## src/rtl/core/sdfp_pkg.sv

```systemverilog
`timescale 1ns / 1ps
package sdfp_pkg;

  localparam logic [7:0]  TAG_RESET = 8'd97;  // 'a'
  localparam logic [7:0]  CH_ZERO   = 8'h30;
  localparam logic [7:0]  CH_NINE   = 8'h39;
  localparam logic [7:0]  CH_COMMA  = 8'h2c;
  localparam logic [7:0]  CH_MINUS  = 8'h2d;
  localparam logic [7:0]  CH_STAR   = 8'h2a;
  localparam logic [31:0] ACC_MAX   = 32'h7fff_ffff;
  localparam logic [2:0]  FIELD_MAX = 3'd7;
  localparam logic [2:0]  FIELD_LAST_STORED = 3'd3;
  localparam logic [1:0]  MINUS_MAX = 2'd3;

  localparam int unsigned APB_AW = 3;
  localparam int unsigned APB_DW = 32;

  typedef enum logic [0:0] {
    REG_CLIENT_TAG = 1'b0
  } reg_idx_e;

  typedef enum logic [2:0] {
    EV_STORED = 3'd0,
    EV_DONE   = 3'd1,
    EV_MINUS  = 3'd2,
    EV_DATA   = 3'd3,
    EV_CLIENT = 3'd4
  } event_e;

  typedef enum logic [3:0] {
    MODE_HEADER = 4'b0001,
    MODE_SKIP   = 4'b0010,
    MODE_SCAN   = 4'b0100,
    MODE_IDLE   = 4'b1000
  } frame_mode_e;

  typedef struct packed {
    event_e      ev;
    logic [31:0] first;
    logic [31:0] second;
    logic [31:0] third;
  } result_t;

endpackage

```

## src/rtl/core/sdfp_regs.sv

```systemverilog
`timescale 1ns / 1ps
module sdfp_regs import sdfp_pkg::*; (
  input  logic              clk_i,
  input  logic              rst_ni,
  input  logic              psel,
  input  logic              penable,
  input  logic              pwrite,
  input  logic [APB_AW-1:0] paddr,
  input  logic [APB_DW-1:0] pwdata,
  output logic [APB_DW-1:0] prdata,
  output logic              pready,
  output logic [7:0]        client_tag_o
);

  logic [7:0] tag_q, tag_d;
  reg_idx_e   idx;
  logic       in_range;

  // registers sit on 4-byte strides; bit 2 selects the register
  assign idx      = reg_idx_e'(paddr[2]);
  assign in_range = (idx == REG_CLIENT_TAG);
  assign pready   = 1'b1;

  always_comb begin
    tag_d = tag_q;
    if (psel && penable && pwrite && in_range) begin
      tag_d = pwdata[7:0];
    end
  end

  always_ff @(posedge clk_i or negedge rst_ni) begin
    if (!rst_ni) begin
      tag_q <= TAG_RESET;
    end else begin
      tag_q <= tag_d;
    end
  end

  always_comb begin
    case (idx)
      REG_CLIENT_TAG: prdata = {{(APB_DW-8){1'b0}}, tag_q};
      default:        prdata = '0;
    endcase
  end

  assign client_tag_o = tag_q;

endmodule

```

## src/rtl/core/sdfp_parse.sv

```systemverilog
`timescale 1ns / 1ps
module sdfp_parse import sdfp_pkg::*; #(
  parameter int unsigned FRAME_BYTES = 32
) (
  input  logic       clk_i,
  input  logic       rst_ni,
  input  logic       fire_i,
  input  logic [7:0] byte_i,
  input  logic       last_i,
  input  logic [7:0] client_tag_i,
  output logic       emit_o,
  output result_t    result_o
);

  localparam int unsigned PW = $clog2(FRAME_BYTES + 1);

  logic [31:0] first_q, first_d, second_q, second_d, third_q, third_d;
  logic [31:0] acc_q, acc_d;
  logic [2:0]  fcnt_q, fcnt_d;
  logic [1:0]  mcnt_q, mcnt_d;
  logic [PW-1:0] pos_q, pos_d;
  frame_mode_e mode_q, mode_d;

  logic        is_digit;
  logic [35:0] acc_next;
  logic [31:0] signed_val;
  event_e      ev;
  logic        emit;

  assign is_digit = (byte_i inside {[CH_ZERO:CH_NINE]});
  // acc*10 + digit as shift-adds; acc never exceeds 31 bits
  assign acc_next = {1'b0, acc_q, 3'b000} + {3'b000, acc_q, 1'b0}
                  + {28'd0, byte_i - CH_ZERO};
  assign signed_val = (mcnt_q == 2'd1) ? (32'd0 - acc_q) : acc_q;

  always_comb begin
    first_d  = first_q;
    second_d = second_q;
    third_d  = third_q;
    acc_d    = acc_q;
    fcnt_d   = fcnt_q;
    mcnt_d   = mcnt_q;
    pos_d    = pos_q;
    mode_d   = mode_q;
    emit     = 1'b0;
    ev       = EV_STORED;

    if (pos_q < PW'(FRAME_BYTES)) begin
      pos_d = pos_q + PW'(1);
      case (mode_q)
        MODE_HEADER: begin
          if (byte_i == client_tag_i) begin
            mode_d = MODE_SKIP;
          end else begin
            mode_d = MODE_IDLE;
            emit   = 1'b1;
            ev     = EV_CLIENT;
          end
        end
        MODE_SKIP: begin
          mode_d = MODE_SCAN;
        end
        MODE_SCAN: begin
          if (is_digit) begin
            acc_d = (acc_next > {4'd0, ACC_MAX}) ? ACC_MAX : acc_next[31:0];
          end else if (byte_i == CH_MINUS) begin
            if (mcnt_q != MINUS_MAX) mcnt_d = mcnt_q + 2'd1;
          end else if (byte_i == CH_COMMA) begin
            if (fcnt_q != FIELD_MAX) fcnt_d = fcnt_q + 3'd1;
            if (mcnt_q >= 2'd2) begin
              emit = 1'b1;
              ev   = EV_MINUS;
            end else if (fcnt_d <= FIELD_LAST_STORED) begin
              case (fcnt_d)
                3'd1:    first_d  = signed_val;
                3'd2:    second_d = signed_val;
                default: third_d  = signed_val;
              endcase
              acc_d  = '0;
              mcnt_d = '0;
              emit   = 1'b1;
              ev     = EV_STORED;
            end
          end else if (byte_i == CH_STAR) begin
            acc_d  = '0;
            fcnt_d = '0;
            mcnt_d = '0;
            mode_d = MODE_IDLE;
            emit   = 1'b1;
            ev     = EV_DONE;
          end else begin
            mode_d = MODE_IDLE;
            emit   = 1'b1;
            ev     = EV_DATA;
          end
        end
        default: ;
      endcase
    end

    if (last_i) begin
      acc_d  = '0;
      fcnt_d = '0;
      mcnt_d = '0;
      pos_d  = '0;
      mode_d = MODE_HEADER;
    end
  end

  always_ff @(posedge clk_i or negedge rst_ni) begin
    if (!rst_ni) begin
      first_q  <= '0;
      second_q <= '0;
      third_q  <= '0;
      acc_q    <= '0;
      fcnt_q   <= '0;
      mcnt_q   <= '0;
      pos_q    <= '0;
      mode_q   <= MODE_HEADER;
    end else if (fire_i) begin
      first_q  <= first_d;
      second_q <= second_d;
      third_q  <= third_d;
      acc_q    <= acc_d;
      fcnt_q   <= fcnt_d;
      mcnt_q   <= mcnt_d;
      pos_q    <= pos_d;
      mode_q   <= mode_d;
    end
  end

  assign emit_o          = fire_i && emit;
  assign result_o.ev     = ev;
  assign result_o.first  = first_d;
  assign result_o.second = second_d;
  assign result_o.third  = third_d;

endmodule

```

## src/rtl/core/sdfp_out_reg.sv

```systemverilog
`timescale 1ns / 1ps
module sdfp_out_reg import sdfp_pkg::*; (
  input  logic    clk_i,
  input  logic    rst_ni,
  input  logic    load_i,
  input  result_t result_i,
  input  logic    stall_i,
  output logic    valid_o,
  output logic    free_o,
  output result_t result_o
);

  logic    valid_q, valid_d;
  result_t res_q;

  // free when empty or when the held transaction leaves this cycle
  assign free_o = !valid_q || !stall_i;

  always_comb begin
    valid_d = valid_q;
    if (load_i) begin
      valid_d = 1'b1;
    end else if (valid_q && !stall_i) begin
      valid_d = 1'b0;
    end
  end

  always_ff @(posedge clk_i or negedge rst_ni) begin
    if (!rst_ni) begin
      valid_q <= 1'b0;
    end else begin
      valid_q <= valid_d;
    end
  end

  always_ff @(posedge clk_i) begin
    if (load_i) begin
      res_q <= result_i;
    end
  end

  assign valid_o  = valid_q;
  assign result_o = res_q;

endmodule

```

## src/rtl/core/signed_decimal_field_parser.sv

```systemverilog
`timescale 1ns / 1ps
// Path: a byte accepted into the input register is parsed when it fires, and its
// result is loaded into the output register, from which the transaction completes.
// Throughput: one byte per cycle; the input register, the parse logic and the
// output register advance together whenever the output register is free.
// Reset (rst_ni, async, active low): stores, counters and frame state cleared,
// client_tag back to 'a', both pipeline registers empty.
module signed_decimal_field_parser import sdfp_pkg::*; #(
  parameter int unsigned FRAME_BYTES = 32
) (
  input  logic              clk_i,
  input  logic              rst_ni,
  input  logic              psel,
  input  logic              penable,
  input  logic              pwrite,
  input  logic [APB_AW-1:0] paddr,
  input  logic [APB_DW-1:0] pwdata,
  output logic [APB_DW-1:0] prdata,
  output logic              pready,
  input  logic              in_valid_i,
  output logic              in_stall_o,
  input  logic [7:0]        byte_value_i,
  input  logic              last_i,
  output logic              out_valid_o,
  input  logic              out_stall_i,
  output logic [2:0]        event_code_o,
  output logic [31:0]       first_value_o,
  output logic [31:0]       second_value_o,
  output logic [31:0]       third_value_o
);

  logic       in_valid_q;
  logic [7:0] byte_q;
  logic       last_q;
  logic       advance, fire, accept, emit;
  logic [7:0] client_tag;
  result_t    res_d, res_q;

  sdfp_regs u_regs (
    .clk_i,
    .rst_ni,
    .psel,
    .penable,
    .pwrite,
    .paddr,
    .pwdata,
    .prdata,
    .pready,
    .client_tag_o (client_tag)
  );

  // input register moves when the output side can take a result
  assign fire       = in_valid_q && advance;
  assign in_stall_o = in_valid_q && !advance;
  assign accept     = in_valid_i && !in_stall_o;

  always_ff @(posedge clk_i or negedge rst_ni) begin
    if (!rst_ni) begin
      in_valid_q <= 1'b0;
    end else if (accept) begin
      in_valid_q <= 1'b1;
    end else if (fire) begin
      in_valid_q <= 1'b0;
    end
  end

  always_ff @(posedge clk_i) begin
    if (accept) begin
      byte_q <= byte_value_i;
      last_q <= last_i;
    end
  end

  sdfp_parse #(
    .FRAME_BYTES (FRAME_BYTES)
  ) u_parse (
    .clk_i,
    .rst_ni,
    .fire_i       (fire),
    .byte_i       (byte_q),
    .last_i       (last_q),
    .client_tag_i (client_tag),
    .emit_o       (emit),
    .result_o     (res_d)
  );

  sdfp_out_reg u_out (
    .clk_i,
    .rst_ni,
    .load_i   (emit),
    .result_i (res_d),
    .stall_i  (out_stall_i),
    .valid_o  (out_valid_o),
    .free_o   (advance),
    .result_o (res_q)
  );

  assign event_code_o   = res_q.ev;
  assign first_value_o  = res_q.first;
  assign second_value_o = res_q.second;
  assign third_value_o  = res_q.third;

endmodule
```

## config.mk

```make
export PLATFORM = sky130hd
export DESIGN_NAME = signed_decimal_field_parser
export DESIGN_NICKNAME = d
export VERILOG_FILES = /design/src/rtl/core/sdfp_pkg.sv /design/src/rtl/core/sdfp_regs.sv /design/src/rtl/core/sdfp_parse.sv /design/src/rtl/core/sdfp_out_reg.sv /design/src/rtl/core/signed_decimal_field_parser.sv
export SDC_FILE = /design/constraint.sdc
export NUM_CORES = 1
export LEC_CHECK = 0
export ABC_CLOCK_PERIOD_IN_PS = 10900
export BUFFER_PORTS_ARGS = -buffer_cell sky130_fd_sc_hd__buf_4
export CAP_MARGIN = 25
export CORE_ASPECT_RATIO = 0.6
export CORE_MARGIN = 2
export CORE_UTILIZATION = 58
export CTS_CLUSTER_SIZE = 10
export DETAILED_ROUTE_END_ITERATION = 7
export PLACE_DENSITY = 0.82
export SYNTH_ARGS = -nofsm -noshare
export SYNTH_HDL_FRONTEND = slang
export SYNTH_SLANG_ARGS = --single-unit
```

## constraint.sdc

```tcl
create_clock -name clk_i -period 10.9 [get_ports clk_i]
set_input_delay 0 -clock clk_i [delete_from_list [all_inputs] [get_ports clk_i]]
set_output_delay 0 -clock clk_i [all_outputs]
set_load 0.02 [all_outputs]
```

==> flow_summary_export.csv <==
group,metric,value,unit
synth,synth-simple-area-share,12.52,%
power,power-per-cell-area,162.8,nW/um2
status,outcome,"finished, final reports clean",
timing,fmax,190.0,MHz
detailed_routing,drt.antenna.violating_nets,0,
finish,drive_above_1_share,18.49,%
global_routing,grt-ovfl-total,0,
synth,ys_seq_elements,261,
finish,n_antenna_cell,0,
placed_design,pre_cts_slack,5.812,ns
clocking,holdBufCountCts,21,
timing,post-route-min-period,5.262,ns
flow_run,drv_cap,0,
clocking,post_cts_buffers,0,
synth,synth_ff_type,"dfrtp_1",
die,row_count,43,
clocking,clockBufferDepth,3,
placed_design,dp_hpwl,22.46,mm
clocking,tritoncts,"yes",
setup_path,cp.required,11.33,ns
global_routing,antenna_found_initial,1,
clocking,ctsResizeCount,0,
timing,min_period_over_period,48.28,%
setup_path,slowest_delay,0.87,ns
placed_design,io_buffer_count,133,
setup_path,path_cells,"ha_1, xor2_1, fa_1, inv_1, ha_1, o211ai_1, a21oi_1, o21ai_0, o31ai_1, a21o_1, a311oi_1, mux2_2, o41ai_4, buf_4, o211ai_1",
clocking,htreeDepth,1,
synth,synth_compound_area_share,13.80,%
synth,synthMuxAreaShare,5.758,%
synth,yosysTopAreaCell,"dfrtp_1",
min_path,min_path_type,"primary input to asynchronous set/reset pin",
setup_path,cp_top_family,"compound AO/OA/AOI/OAI gates",
detailed_routing,wl,32.40,mm
synth,synthAdderAreaFrac,7.195,%
finish,layout_commonest_cell,"nand2_1",
global_routing,grt_pass1_wl,51.20,mm
synth,synthTopCellsByArea,"dfrtp_1, edfxtp_1, ha_1",
setup_path,crit_cells,15,
detailed_routing,viasPerCell,5.832,
timing,final_hold_viol_count,0,
synth,synth-xor-area-share,4.605,%
synth,yosys_warnings,0,
die,core-area,23130,um2
timing,rsz0062_at_grt,"false",
timing,setup_viol,0,
synth,syn-cell-area,13670,um2
power,peakVddDrop,0.0001485,V
finish,area_growth,16.68,%
detailed_routing,vias,10320,
detailed_routing,drtPass1Iterations,5,
detailed_routing,drt_iter0_markers,957,
die,initial_core_util,59.08,%
die,io_pins,185,
setup_path,path_class,"flip-flop to flip-flop",
finish,final_cell_mix,"nand2_1, o21ai_0, dfrtp_1",
clocking,cts.sinks,261,
synth,ys_seq_area_share,51.78,%
global_routing,grt_max_degree,78,
die,die_x,202.2,um
global_routing,grt_use_total,26.15,%
placed_design,placed_area,14820,um2
finish,stdcell_area,15950,um2
timing,tightestPinTransition,1.064,ns
synth,yosys.area.top_type_share,27.28,%
setup_path,slowest_stage,"o31ai_1",
synth,async_reset_ff_share,58.62,%
die,dieArea,24850,um2
setup_path,r2r_setup_slack,5.64,ns
finish,fill_cells,1734,
timing,setup_tns,0,ns
setup_path,cp-end-kind,"flip-flop",
synth,synth_top_family_by_area,"compound AO/OA/AOI/OAI gates",
setup_path,reg2regPathDepth,15,
timing,fin_ws,5.638,ns
placed_design,gp_congestion,0.9279,
synth,synth_cells,1305,
setup_path,critPathLaunchType,"flip-flop",
die,fp.dieH,122.9,um
timing,skew,0.02240,ns
power,power_leakage,7.184,nW
finish,nets,1559,
synth,synth.avg_cell_area,10.47,um2
global_routing,grt_pass1_vias,9627,
setup_path,cp_data_arrival_time,5.69,ns
clocking,clkTransAtPathRegs,0.05,ns
detailed_routing,drc,0,
timing,slew_headroom,28.48,%
synth,synthDistinctLibCells,68,
clocking,cts_root_buf,"clkbuf_16",
clocking,cts_buffers,30,
detailed_routing,wire_per_inst,18.30,um
setup_path,cp_num_buf_inv,2,
synth,synth_edf_count,108,
setup_path,crit_path_max_fanout,21,
clocking,clock_latency,0.57,ns
timing,drv_slew,0,
==> power by group <==
part	internal (W)	leakage, nW	total (W)	switching [W]
combinational	0.000179	3.63	0.000474	0.000295
clock	0.000516	0.412	0.000903	0.000386
sequential	0.00117	3.14	0.00122	0.0000538
==> flip-flops by register name, indices dropped and copies added (netlist names) <==
signal               flops
u_parse.third_q         32
byte_q                   8
u_out.result_o          99
u_parse.pos_q            6
last_q                   1
u_parse.second_q        32
u_out.valid_o            1
in_valid_q               1
u_regs.client_tag_o      8
u_parse.first_q         32
u_parse.fcnt_q           3
u_parse.acc_q           32
u_parse.mcnt_q           2
u_parse.mode_q           4
==> final timing paths <==
kind | startpoint | to
hold reg to reg | u_parse.first_q[25] | u_parse.first_q[25]
setup reg to reg | byte_q[4] | u_parse.acc_q[21]
hold / removal | rst_ni | u_parse.first_q[13]
setup / recovery | byte_q[4] | u_parse.acc_q[21]
max in group asynchronous | rst_ni | u_parse.first_q[26]
min in group clk_i | pwrite | u_regs.client_tag_o[7]
==> kinds of logic (layout without fill, tap and decap cells) <==
group,after synthesis,after routing
simple gates,383,383
flops,261,261
mux,70,70
fa+ha+maj,75,75
xor+xnor,71,71
buf+inv,127,254
compound gates,316,316
other cells,2,25
==> worst register-to-register path: cells and delay by family, from the launching register on <==
| kind | cells | cell delay [ns] |
|---|---|---|
| xor gates and xnor gates | 1 | 0.17 |
| buffers and inverters | 2 | 0.46 |
| adders and majority gates | 3 | 1.10 |
| AOI/OAI and AO/OA | 8 | 2.60 |
| DFF | 1 | 0.49 |
| muxes | 1 | 0.33 |
==> per-stage QoR <==
stage / cells / util (%) / hold slack, ns / total power, W
4_1_cts: 1768 / 68.75 / 0.07139 / 0.002616
6_report: 1770 / 68.93 / 0.03199 / 0.002597
3_5_place_dp: 1693 / 64.07 / 0.08710 / 0.001709
2_1_floorplan: 1328 / - / -0.2956 / 0.001535
3_3_place_gp: 1692 / 63.95 / 0.08307 / 0.001698
5_1_grt: 1770 / 68.93 / 0.1111 / 0.002700
==> per-layer routing <==
metal | global-route usage [%] | part of all wire [%] | routed length [um]
met5 | 0 | 0.040 | 13
met4 | 4.699 | 1.4 | 454
met1 | 40.79 | 48 | 15460
met3 | 5.113 | 7.8 | 2541
met2 | 38.40 | 43 | 13930
==> Yosys cell counts (4+ instances only) <==
master	n
nor2_1	46
buf_2	7
nor4_1	5
fa_1	6
mux2_2	69
nand2_1	228
nand4_1	16
a21o_1	9
dfstp_2	4
ha_1	69
a211oi_1	6
o21ai_0	167
o211ai_1	7
o21bai_1	5
nand2b_1	11
inv_1	33
nand3_1	15
o21ai_1	6
edfxtp_1	108
buf_4	27
xor2_1	41
clkbuf_1	58
nor3_1	20
o31ai_1	9
xnor2_1	29
dfrtp_1	149
nor2b_1	15
a22oi_1	28
o41ai_1	5
or3_1	5
a21oi_1	48
==> final cells by class <==
| class | instances | area, um2 | share of cell area (%) |
|---|---|---|---|
| flip-flops and latches | 261 | 7077 | 44.37 |
| multi-input cells | 940 | 6127 | 38.42 |
| repair buffers | 166 | 1350 | 8.465 |
| clock buffers | 52 | 833.3 | 5.225 |
| well taps | 315 | 394.1 | 2.471 |
| inverters | 34 | 127.6 | 0.8002 |
| clock inverters | 2 | 38.79 | 0.2432 |
Power figures use the tool's default switching activity.
